<file path="src/rtl/biq_pkg.sv">
// Shared types, constants and helper functions for the biquad filter.
package biq_pkg;

  localparam int SAMPLE_BITS    = 16;
  localparam int COEF_FRAC_BITS = 28;
  localparam int COEF_W         = 32;
  localparam int NUM_COEFS      = 5;
  localparam int CFG_IDX_W      = 3;
  localparam int STATE_BITS     = SAMPLE_BITS - 1 + COEF_FRAC_BITS + 7;
  localparam int PROD_W         = COEF_W + SAMPLE_BITS;
  localparam int EXT_W          = ((STATE_BITS > PROD_W) ? STATE_BITS : PROD_W) + 2;

  localparam logic [CFG_IDX_W-1:0] COEF_B0 = CFG_IDX_W'(0);
  localparam logic [CFG_IDX_W-1:0] COEF_B1 = CFG_IDX_W'(1);
  localparam logic [CFG_IDX_W-1:0] COEF_B2 = CFG_IDX_W'(2);
  localparam logic [CFG_IDX_W-1:0] COEF_A1 = CFG_IDX_W'(3);
  localparam logic [CFG_IDX_W-1:0] COEF_A2 = CFG_IDX_W'(4);

  localparam logic signed [COEF_W-1:0] COEF_ONE = COEF_W'(1) << COEF_FRAC_BITS;

  localparam logic signed [EXT_W-1:0] RND_HALF = EXT_W'(1) << (COEF_FRAC_BITS - 1);
  localparam logic signed [EXT_W-1:0] Y_MAX    = (EXT_W'(1) << (SAMPLE_BITS - 1)) - EXT_W'(1);
  localparam logic signed [EXT_W-1:0] Y_MIN    = -Y_MAX - EXT_W'(1);
  localparam logic signed [EXT_W-1:0] ST_MAX   = (EXT_W'(1) << (STATE_BITS - 1)) - EXT_W'(1);
  localparam logic signed [EXT_W-1:0] ST_MIN   = -ST_MAX - EXT_W'(1);

  typedef logic signed [COEF_W-1:0]      coef_t;
  typedef logic signed [SAMPLE_BITS-1:0] sample_t;
  typedef logic signed [STATE_BITS-1:0]  state_t;
  typedef logic signed [PROD_W-1:0]      prod_t;
  typedef logic signed [EXT_W-1:0]       ext_t;

  typedef enum logic [2:0] {
    ST_IDLE,
    ST_Y,
    ST_B2,
    ST_A1,
    ST_A2,
    ST_FIN
  } biq_state_t;

  typedef enum logic [2:0] {
    SEL_B0,
    SEL_B1,
    SEL_B2,
    SEL_A1,
    SEL_A2
  } mul_sel_t;

  typedef struct packed {
    mul_sel_t sel;
    logic     mul_en;
    logic     accept;
    logic     do_y;
    logic     do_t1;
    logic     do_t2;
    logic     do_d1;
    logic     do_d2;
  } biq_ctl_t;

  function automatic state_t sat_state(input ext_t v);
    state_t r;
    if (v > ST_MAX) begin
      r = ST_MAX[STATE_BITS-1:0];
    end else if (v < ST_MIN) begin
      r = ST_MIN[STATE_BITS-1:0];
    end else begin
      r = v[STATE_BITS-1:0];
    end
    return r;
  endfunction

  function automatic logic over_state(input ext_t v);
    return (v > ST_MAX) || (v < ST_MIN);
  endfunction

endpackage

</file>
<file path="src/rtl/biq_mul.sv">
// Shared signed coefficient-by-sample multiplier with a registered product.
module biq_mul import biq_pkg::*; (
  input  logic    clk,
  input  logic    en,
  input  coef_t   a,
  input  sample_t b,
  output prod_t   p
);

  prod_t p_r;

  always_ff @(posedge clk) begin
    if (en) begin
      p_r <= a * b;
    end
  end

  assign p = p_r;

endmodule

</file>
<file path="src/rtl/biq_ctrl.sv">
// Sequencer that steps one sample through the shared multiplier.
module biq_ctrl import biq_pkg::*; (
  input  logic     clk,
  input  logic     rst_n,
  input  logic     in_valid,
  input  logic     out_free,
  output logic     in_stall,
  output biq_ctl_t ctl
);

  biq_state_t state_r, state_nxt;
  logic       accept;

  assign in_stall = !((state_r == ST_IDLE) || ((state_r == ST_FIN) && out_free));
  assign accept   = in_valid && !in_stall;

  always_ff @(posedge clk) begin
    if (!rst_n) begin
      state_r <= ST_IDLE;
    end else begin
      state_r <= state_nxt;
    end
  end

  always_comb begin
    state_nxt = state_r;
    unique case (state_r)
      ST_IDLE: begin
        if (accept) begin
          state_nxt = ST_Y;
        end
      end
      ST_Y:  state_nxt = ST_B2;
      ST_B2: state_nxt = ST_A1;
      ST_A1: state_nxt = ST_A2;
      ST_A2: state_nxt = ST_FIN;
      ST_FIN: begin
        if (out_free) begin
          state_nxt = accept ? ST_Y : ST_IDLE;
        end
      end
      default: state_nxt = ST_IDLE;
    endcase
  end

  always_comb begin
    ctl        = '0;
    ctl.sel    = SEL_B0;
    ctl.mul_en = 1'b1;
    ctl.accept = accept;
    unique case (state_r)
      ST_IDLE: ctl.sel = SEL_B0;
      ST_Y: begin
        ctl.sel  = SEL_B1;
        ctl.do_y = 1'b1;
      end
      ST_B2: begin
        ctl.sel   = SEL_B2;
        ctl.do_t1 = 1'b1;
      end
      ST_A1: begin
        ctl.sel   = SEL_A1;
        ctl.do_t2 = 1'b1;
      end
      ST_A2: begin
        ctl.sel   = SEL_A2;
        ctl.do_d1 = 1'b1;
      end
      ST_FIN: begin
        ctl.sel    = SEL_B0;
        ctl.mul_en = out_free;
        ctl.do_d2  = out_free;
      end
      default: ctl.sel = SEL_B0;
    endcase
  end

endmodule

</file>
<file path="src/rtl/biq_dp.sv">
// Datapath holding the filter state, the partial sums and the output rounding.
module biq_dp import biq_pkg::*; (
  input  logic     clk,
  input  logic     rst_n,
  input  biq_ctl_t ctl,
  input  sample_t  in_sample,
  input  coef_t    coefs [NUM_COEFS],
  input  prod_t    prod,
  output coef_t    mul_a,
  output sample_t  mul_b,
  output sample_t  y,
  output logic     clip
);

  sample_t x_r;
  sample_t y_r;
  ext_t    t1_r;
  ext_t    t2_r;
  state_t  d1_r;
  state_t  d2_r;
  logic    clip_r;

  ext_t    acc;
  ext_t    rnd;
  ext_t    y_full;
  sample_t y_sat;
  logic    y_over;
  ext_t    d1_sum;
  ext_t    d2_sum;

  always_comb begin
    unique case (ctl.sel)
      SEL_B0: begin
        mul_a = coefs[COEF_B0];
        mul_b = in_sample;
      end
      SEL_B1: begin
        mul_a = coefs[COEF_B1];
        mul_b = x_r;
      end
      SEL_B2: begin
        mul_a = coefs[COEF_B2];
        mul_b = x_r;
      end
      SEL_A1: begin
        mul_a = coefs[COEF_A1];
        mul_b = y_r;
      end
      SEL_A2: begin
        mul_a = coefs[COEF_A2];
        mul_b = y_r;
      end
      default: begin
        mul_a = coefs[COEF_B0];
        mul_b = in_sample;
      end
    endcase
  end

  always_comb begin
    acc    = EXT_W'(prod) + EXT_W'(d1_r);
    rnd    = acc + RND_HALF;
    y_full = rnd >>> COEF_FRAC_BITS;
    y_over = (y_full > Y_MAX) || (y_full < Y_MIN);
    if (y_full > Y_MAX) begin
      y_sat = Y_MAX[SAMPLE_BITS-1:0];
    end else if (y_full < Y_MIN) begin
      y_sat = Y_MIN[SAMPLE_BITS-1:0];
    end else begin
      y_sat = y_full[SAMPLE_BITS-1:0];
    end
    d1_sum = t1_r - EXT_W'(prod);
    d2_sum = t2_r - EXT_W'(prod);
  end

  always_ff @(posedge clk) begin
    if (ctl.accept) begin
      x_r <= in_sample;
    end
    if (ctl.do_y) begin
      y_r <= y_sat;
    end
    if (ctl.do_t1) begin
      t1_r <= EXT_W'(prod) + EXT_W'(d2_r);
    end
    if (ctl.do_t2) begin
      t2_r <= EXT_W'(prod);
    end
  end

  always_ff @(posedge clk) begin
    if (!rst_n) begin
      d1_r   <= '0;
      d2_r   <= '0;
      clip_r <= 1'b0;
    end else begin
      if (ctl.do_y) begin
        clip_r <= y_over;
      end
      if (ctl.do_d1) begin
        d1_r   <= sat_state(d1_sum);
        clip_r <= clip_r | over_state(d1_sum);
      end
      if (ctl.do_d2) begin
        d2_r <= sat_state(d2_sum);
      end
    end
  end

  assign y    = y_r;
  assign clip = clip_r | over_state(d2_sum);

endmodule

</file>
<file path="src/rtl/biquad_iir_filter.sv">
// Top level of the biquad filter in transposed direct form II.
//
//   Channel   Direction  Handshake            Payload
//   in_       input      in_valid / in_stall  in_sample_in, in_last_in
//   out_      output     out_valid / out_stall out_sample_out, out_last_out, out_clipped
//   cfg_      input      cfg_valid / cfg_ready cfg_index, cfg_data
//
// Each sample makes five passes through the one shared multiplier, stepping the sequencer
// through ST_Y, ST_B2, ST_A1, ST_A2 and ST_FIN until its result enters the output register.
// A sample is accepted only when idle or in the last step with the output register free.
// A held output stall keeps the sequencer in its last step until the result register frees.
// Reset clears both delay registers and loads the default coefficients.
module biquad_iir_filter import biq_pkg::*; (
  input  logic                 clk,
  input  logic                 rst_n,
  input  logic                 in_valid,
  output logic                 in_stall,
  input  sample_t              in_sample_in,
  input  logic                 in_last_in,
  output logic                 out_valid,
  input  logic                 out_stall,
  output sample_t              out_sample_out,
  output logic                 out_last_out,
  output logic                 out_clipped,
  input  logic                 cfg_valid,
  output logic                 cfg_ready,
  input  logic [CFG_IDX_W-1:0] cfg_index,
  input  logic [COEF_W-1:0]    cfg_data
);

  coef_t    coefs_r [NUM_COEFS];
  biq_ctl_t ctl;
  logic     out_free;
  logic     last_r;
  logic     out_valid_r;
  sample_t  out_sample_r;
  logic     out_last_r;
  logic     out_clip_r;
  coef_t    mul_a;
  sample_t  mul_b;
  prod_t    prod;
  sample_t  y;
  logic     clip;

  assign cfg_ready = 1'b1;
  assign out_free  = !out_valid_r || !out_stall;

  always_ff @(posedge clk) begin
    if (!rst_n) begin
      coefs_r[COEF_B0] <= COEF_ONE;
      coefs_r[COEF_B1] <= '0;
      coefs_r[COEF_B2] <= '0;
      coefs_r[COEF_A1] <= '0;
      coefs_r[COEF_A2] <= '0;
    end else if (cfg_valid && cfg_ready) begin
      unique case (cfg_index)
        COEF_B0: coefs_r[COEF_B0] <= cfg_data;
        COEF_B1: coefs_r[COEF_B1] <= cfg_data;
        COEF_B2: coefs_r[COEF_B2] <= cfg_data;
        COEF_A1: coefs_r[COEF_A1] <= cfg_data;
        COEF_A2: coefs_r[COEF_A2] <= cfg_data;
        default: ;
      endcase
    end
  end

  biq_ctrl u_ctrl (
    .clk      (clk),
    .rst_n    (rst_n),
    .in_valid (in_valid),
    .out_free (out_free),
    .in_stall (in_stall),
    .ctl      (ctl)
  );

  biq_mul u_mul (
    .clk (clk),
    .en  (ctl.mul_en),
    .a   (mul_a),
    .b   (mul_b),
    .p   (prod)
  );

  biq_dp u_dp (
    .clk       (clk),
    .rst_n     (rst_n),
    .ctl       (ctl),
    .in_sample (in_sample_in),
    .coefs     (coefs_r),
    .prod      (prod),
    .mul_a     (mul_a),
    .mul_b     (mul_b),
    .y         (y),
    .clip      (clip)
  );

  always_ff @(posedge clk) begin
    if (ctl.accept) begin
      last_r <= in_last_in;
    end
    if (ctl.do_d2) begin
      out_sample_r <= y;
      out_last_r   <= last_r;
      out_clip_r   <= clip;
    end
  end

  always_ff @(posedge clk) begin
    if (!rst_n) begin
      out_valid_r <= 1'b0;
    end else if (ctl.do_d2) begin
      out_valid_r <= 1'b1;
    end else if (!out_stall) begin
      out_valid_r <= 1'b0;
    end
  end

  assign out_valid      = out_valid_r;
  assign out_sample_out = out_sample_r;
  assign out_last_out   = out_last_r;
  assign out_clipped    = out_clip_r;

  a_busy_after_accept: assert property (@(posedge clk) disable iff (!rst_n)
    ctl.accept |=> in_stall)
    else $error("Block accepted an item on the cycle after an accept.");

  a_result_loaded: assert property (@(posedge clk) disable iff (!rst_n)
    ctl.do_d2 |=> out_valid)
    else $error("Finished item did not reach the output register.");

  a_one_step: assert property (@(posedge clk) disable iff (!rst_n)
    $onehot0({ctl.do_y, ctl.do_t1, ctl.do_t2, ctl.do_d1, ctl.do_d2}))
    else $error("More than one datapath step active in a cycle.");

  a_step_order: assert property (@(posedge clk) disable iff (!rst_n)
    ctl.do_y |=> ctl.do_t1)
    else $error("Output rounding step was not followed by the first state sum.");

endmodule

</file>
<file path="config.mk">
export PLATFORM = sky130hd
export DESIGN_NAME = biquad_iir_filter
export DESIGN_NICKNAME = d
export VERILOG_FILES = /design/src/rtl/biq_pkg.sv /design/src/rtl/biq_mul.sv /design/src/rtl/biq_ctrl.sv /design/src/rtl/biq_dp.sv /design/src/rtl/biquad_iir_filter.sv
export SDC_FILE = /design/constraint.sdc
export NUM_CORES = 2
export LEC_CHECK = 0
export BUFFER_PORTS_ARGS = -buffer_cell sky130_fd_sc_hd__buf_2
export CAP_MARGIN = 40
export CORE_MARGIN = 2
export CORE_UTILIZATION = 35
export CTS_BUF_LIST = sky130_fd_sc_hd__clkbuf_2
export CTS_CLUSTER_DIAMETER = 50
export CTS_CLUSTER_SIZE = 40
export DETAILED_ROUTE_END_ITERATION = 10
export PLACE_DENSITY = 0.48
export SYNTH_ARGS = -nofsm -noshare
export SYNTH_HDL_FRONTEND = slang
export SYNTH_SLANG_ARGS = --single-unit
</file>
<file path="constraint.sdc">
create_clock -name clk -period 12.2 [get_ports clk]
set_input_delay 1.83 -clock clk [delete_from_list [all_inputs] [get_ports clk]]
set_output_delay 1.83 -clock clk [all_outputs]
set_load 0.02 [all_outputs]
</file>
==> reports/metrics.csv <==
metric,value,unit
grt_start_max_net_pins,79,
cts_inserted_buffers,73,
die-width,366.4,um
cts_tree,done,
seq_area,11250,um^2
rsz0062_at_grt,no,
area_delta_synth_final,6.689,%
hold_start,u_dp.clip_r,
path_clk_slew,0.21,ns
crit_family,adder cells,
required,13.33,ns
nFillCells,13490,
syn_avg_cell_area,8.665,um^2
finClkSkew,0.09628,ns
status,completed,
critPathKind,register to register,
tightest_slew,0.8953,ns
clk_latency,1.41,ns
crit_path_start_kind,register,
syn_nets,6213,
drive_gt1_frac,0.06978,
ant_nets,0,
maxCapViolations,0,
crit_fanout,53,
drv_slew,0,
seq_power_share,0.242,
reg2reg_to,u_mul.p[45],
end_kind,register,
holdCritPathClass,register to register,
clock_path_buffers,3,
holdPathStages,0,
clockPowerShare,0.119,
utilization,0.3774,
ff2ff_path_depth,28,
period_needed,9.518,ns
grtUsageTotal,0.2125,
synth_top_family_by_area,adder cells,
synthCells,5306,
yosysSeqAreaShare,0.2447,
reg2reg_slack,2.68,ns
swShare,0.5066,
timing.fmax,0.1051,GHz
final-hold-violation-count,0,
cellPowerDensity,180.2,nW/um^2
async_reset_ff_frac,0,
finalWeightedCongestion,0.8741,
relSlewSlack,0.4032,
nNetsFinal,6179,
wirelength,143300,um
start_util,0.3537,
synth.cell_area,45980,um^2
wl_per_cell,20.24,um
final_cells,7079,
dpl.hpwl,110800,um
post_cts.repair.setup_buffers,0,
pwr-share-comb,0.639,
multi_input_area,31210,um^2
htree_levels,3,
synth_edf_count,198,
port_buffers,76,
vias,36660,
core-area,130000,um^2
synth-main-ff-cell,dfxtp_1,
worstHoldEndpoint,out_clipped,
synth.area.mux_share,0.01399,
synth_compound_area_frac,0.1543,
yosys_register_bits,463,
cp_slowest_stage_delay,0.85,ns
cts_root_buf,clkbuf_2,
crit_path_frequent_cell,fa_1,
dp.cells,6939,
slowest_stage,dfxtp_2,
placed_area,48160,um^2
die_h,366.4,um
core.rowCount,132,
final_common_cell,nand2_1,
synth_warnings,0,
finalInstanceArea,49050,um^2
yosysUniqueCellTypes,96,
die-area,134300,um^2
synthSimpleGateAreaFrac,0.1591,
vdd.ir_drop.worst,0.1155,mV
worst-path-buf-inv,6,
post_cts_resized,0,
setup_viol,0,
grt_pass1_wl,222000,um
cts-hold-fix-buffers,0,
io_pins,78,
internal_power,0.004362,W
routed_via_density,5.179,
drt_iter0_drc,2711,
synth_xor_area_frac,0.03829,
leakage,22.05,nW
p_switching,0.004479,W
grt_pass1_vias,36810,
numClockSinks,463,
timing.rr.start,u_ctrl.state_r[1],
route.detailed.drc,0,
drtPass1Iterations,5,
antenna_found_initial,5,
overflow,0,
crit_arrival,10.65,ns
layout_common_cells,"nand2_1 (885), inv_1 (696), fa_1 (489)",
synthAdderAreaFrac,0.3112,
setup_tns,0,ns
fin_crit_sh,0.7802,
power by group through the flow:
stage / registers [W] / logic (W) / clock network [W]
floorplan: 0.00203 / 0.00411 / 0
global placement: 0.00217 / 0.00561 / 0
detailed placement: 0.00217 / 0.00562 / 0
CTS: 0.00214 / 0.00565 / 0.00111
global route: 0.00216 / 0.00633 / 0.00116
finish: 0.00214 / 0.00565 / 0.00105
worst reg2reg max path: cells and delay by family (launching register included):
family	cells	cell delay (ns)
flip-flops	1	0.85
AND/OR/NAND/NOR	8	1.57
adder cells (fa/ha/maj)	7	3.55
buffers and inverters	6	1.52
AO/OA/AOI/OAI	6	1.71
XOR/XNOR	1	0.10
logic make-up after synthesis:
group           Yosys count
flops                   463
xor+xnor                201
other cells               1
fa+ha+maj               850
buf+inv                 941
compound gates         1118
simple gates           1671
mux                      61
stage by stage:
step | hold slack (ns) | setup slack (ns) | power [W]
4_1_cts | 0.3681 | 2.718 | 0.008898
6_report | 0.4458 | 2.682 | 0.008841
3_3_place_gp | 0.4141 | 2.441 | 0.007778
5_1_grt | 0.3931 | 2.042 | 0.009652
3_5_place_dp | 0.4154 | 2.391 | 0.007787
2_1_floorplan | 0.4003 | 3.053 | 0.006145
flip-flops by register name (all words and copies together), names as in the netlist:
| name | count |
|---|---|
| coefs_r | 160 |
| last_r | 1 |
| out_clipped | 1 |
| out_last_out | 1 |
| out_sample_out | 16 |
| out_valid | 1 |
| u_ctrl.state_r | 3 |
| u_dp.clip_r | 1 |
| u_dp.d1_r | 50 |
| u_dp.d2_r | 50 |
| u_dp.t1_r | 51 |
| u_dp.t2_r | 48 |
| u_dp.x_r | 16 |
| u_dp.y | 16 |
| u_mul.p | 48 |
final cells by class:
cell class / instances / area share
antenna: 6 / 0.0003061
clock buffer: 85 / 0.008673
clock inverter: 49 / 0.009132
inverter: 698 / 0.05352
multi-input combinational: 3902 / 0.6362
sequential: 463 / 0.2294
tap: 1742 / 0.04444
timing repair buffer: 134 / 0.01829
cell usage after synthesis (all sizes together), types with 12 or more instances:
master / instances / share of area
nand2: 889 / 0.073
inv: 698 / 0.057
fa: 489 / 0.21
a21oi: 466 / 0.052
nor2: 374 / 0.031
ha: 361 / 0.098
dfxtp: 265 / 0.12
clkbuf: 214 / 0.017
edfxtp: 198 / 0.13
o21ai: 186 / 0.020
a21o: 168 / 0.027
xnor2: 133 / 0.025
nand3: 78 / 0.0085
xor2: 68 / 0.013
nand4: 58 / 0.0080
a22oi: 43 / 0.0070
nor2b: 38 / 0.0052
nor3: 38 / 0.0042
and4: 37 / 0.0070
mux2i: 35 / 0.0076
and2: 34 / 0.0046
and3: 32 / 0.0044
o21a: 31 / 0.0051
o21bai: 31 / 0.0051
buf: 29 / 0.0039
nand2b: 29 / 0.0039
a211oi: 26 / 0.0044
mux2: 26 / 0.0064
a31oi: 22 / 0.0030
o211ai: 20 / 0.0034
or3: 20 / 0.0028
o2111ai: 12 / 0.0023
o31ai: 12 / 0.0026
worst max-delay path by stage:
stage,slack (ns),cells after the start,startpoint,endpoint
6_report,2.68,28,u_ctrl.state_r[1],u_mul.p[45]
5_1_grt,2.04,28,u_ctrl.state_r[1],u_mul.p[46]
4_1_cts,2.72,28,u_ctrl.state_r[1],u_mul.p[45]
3_5_place_dp,2.39,27,in_sample_in[13],u_mul.p[46]
3_3_place_gp,2.44,27,in_sample_in[13],u_mul.p[46]
2_1_floorplan,3.05,30,u_ctrl.state_r[1],u_mul.p[40]
per-layer routing:
metal | up-vias | track usage | wire length (um)
li1 | 17580 | - | -
met2 | 873 | 0.3370 | 63640
met1 | 18050 | 0.3010 | 68470
met3 | 164 | 0.03755 | 8139
met5 | - | 0 | 23
met4 | 4 | 0.04733 | 3030
Note: power is estimated with default switching activity, not from simulation.
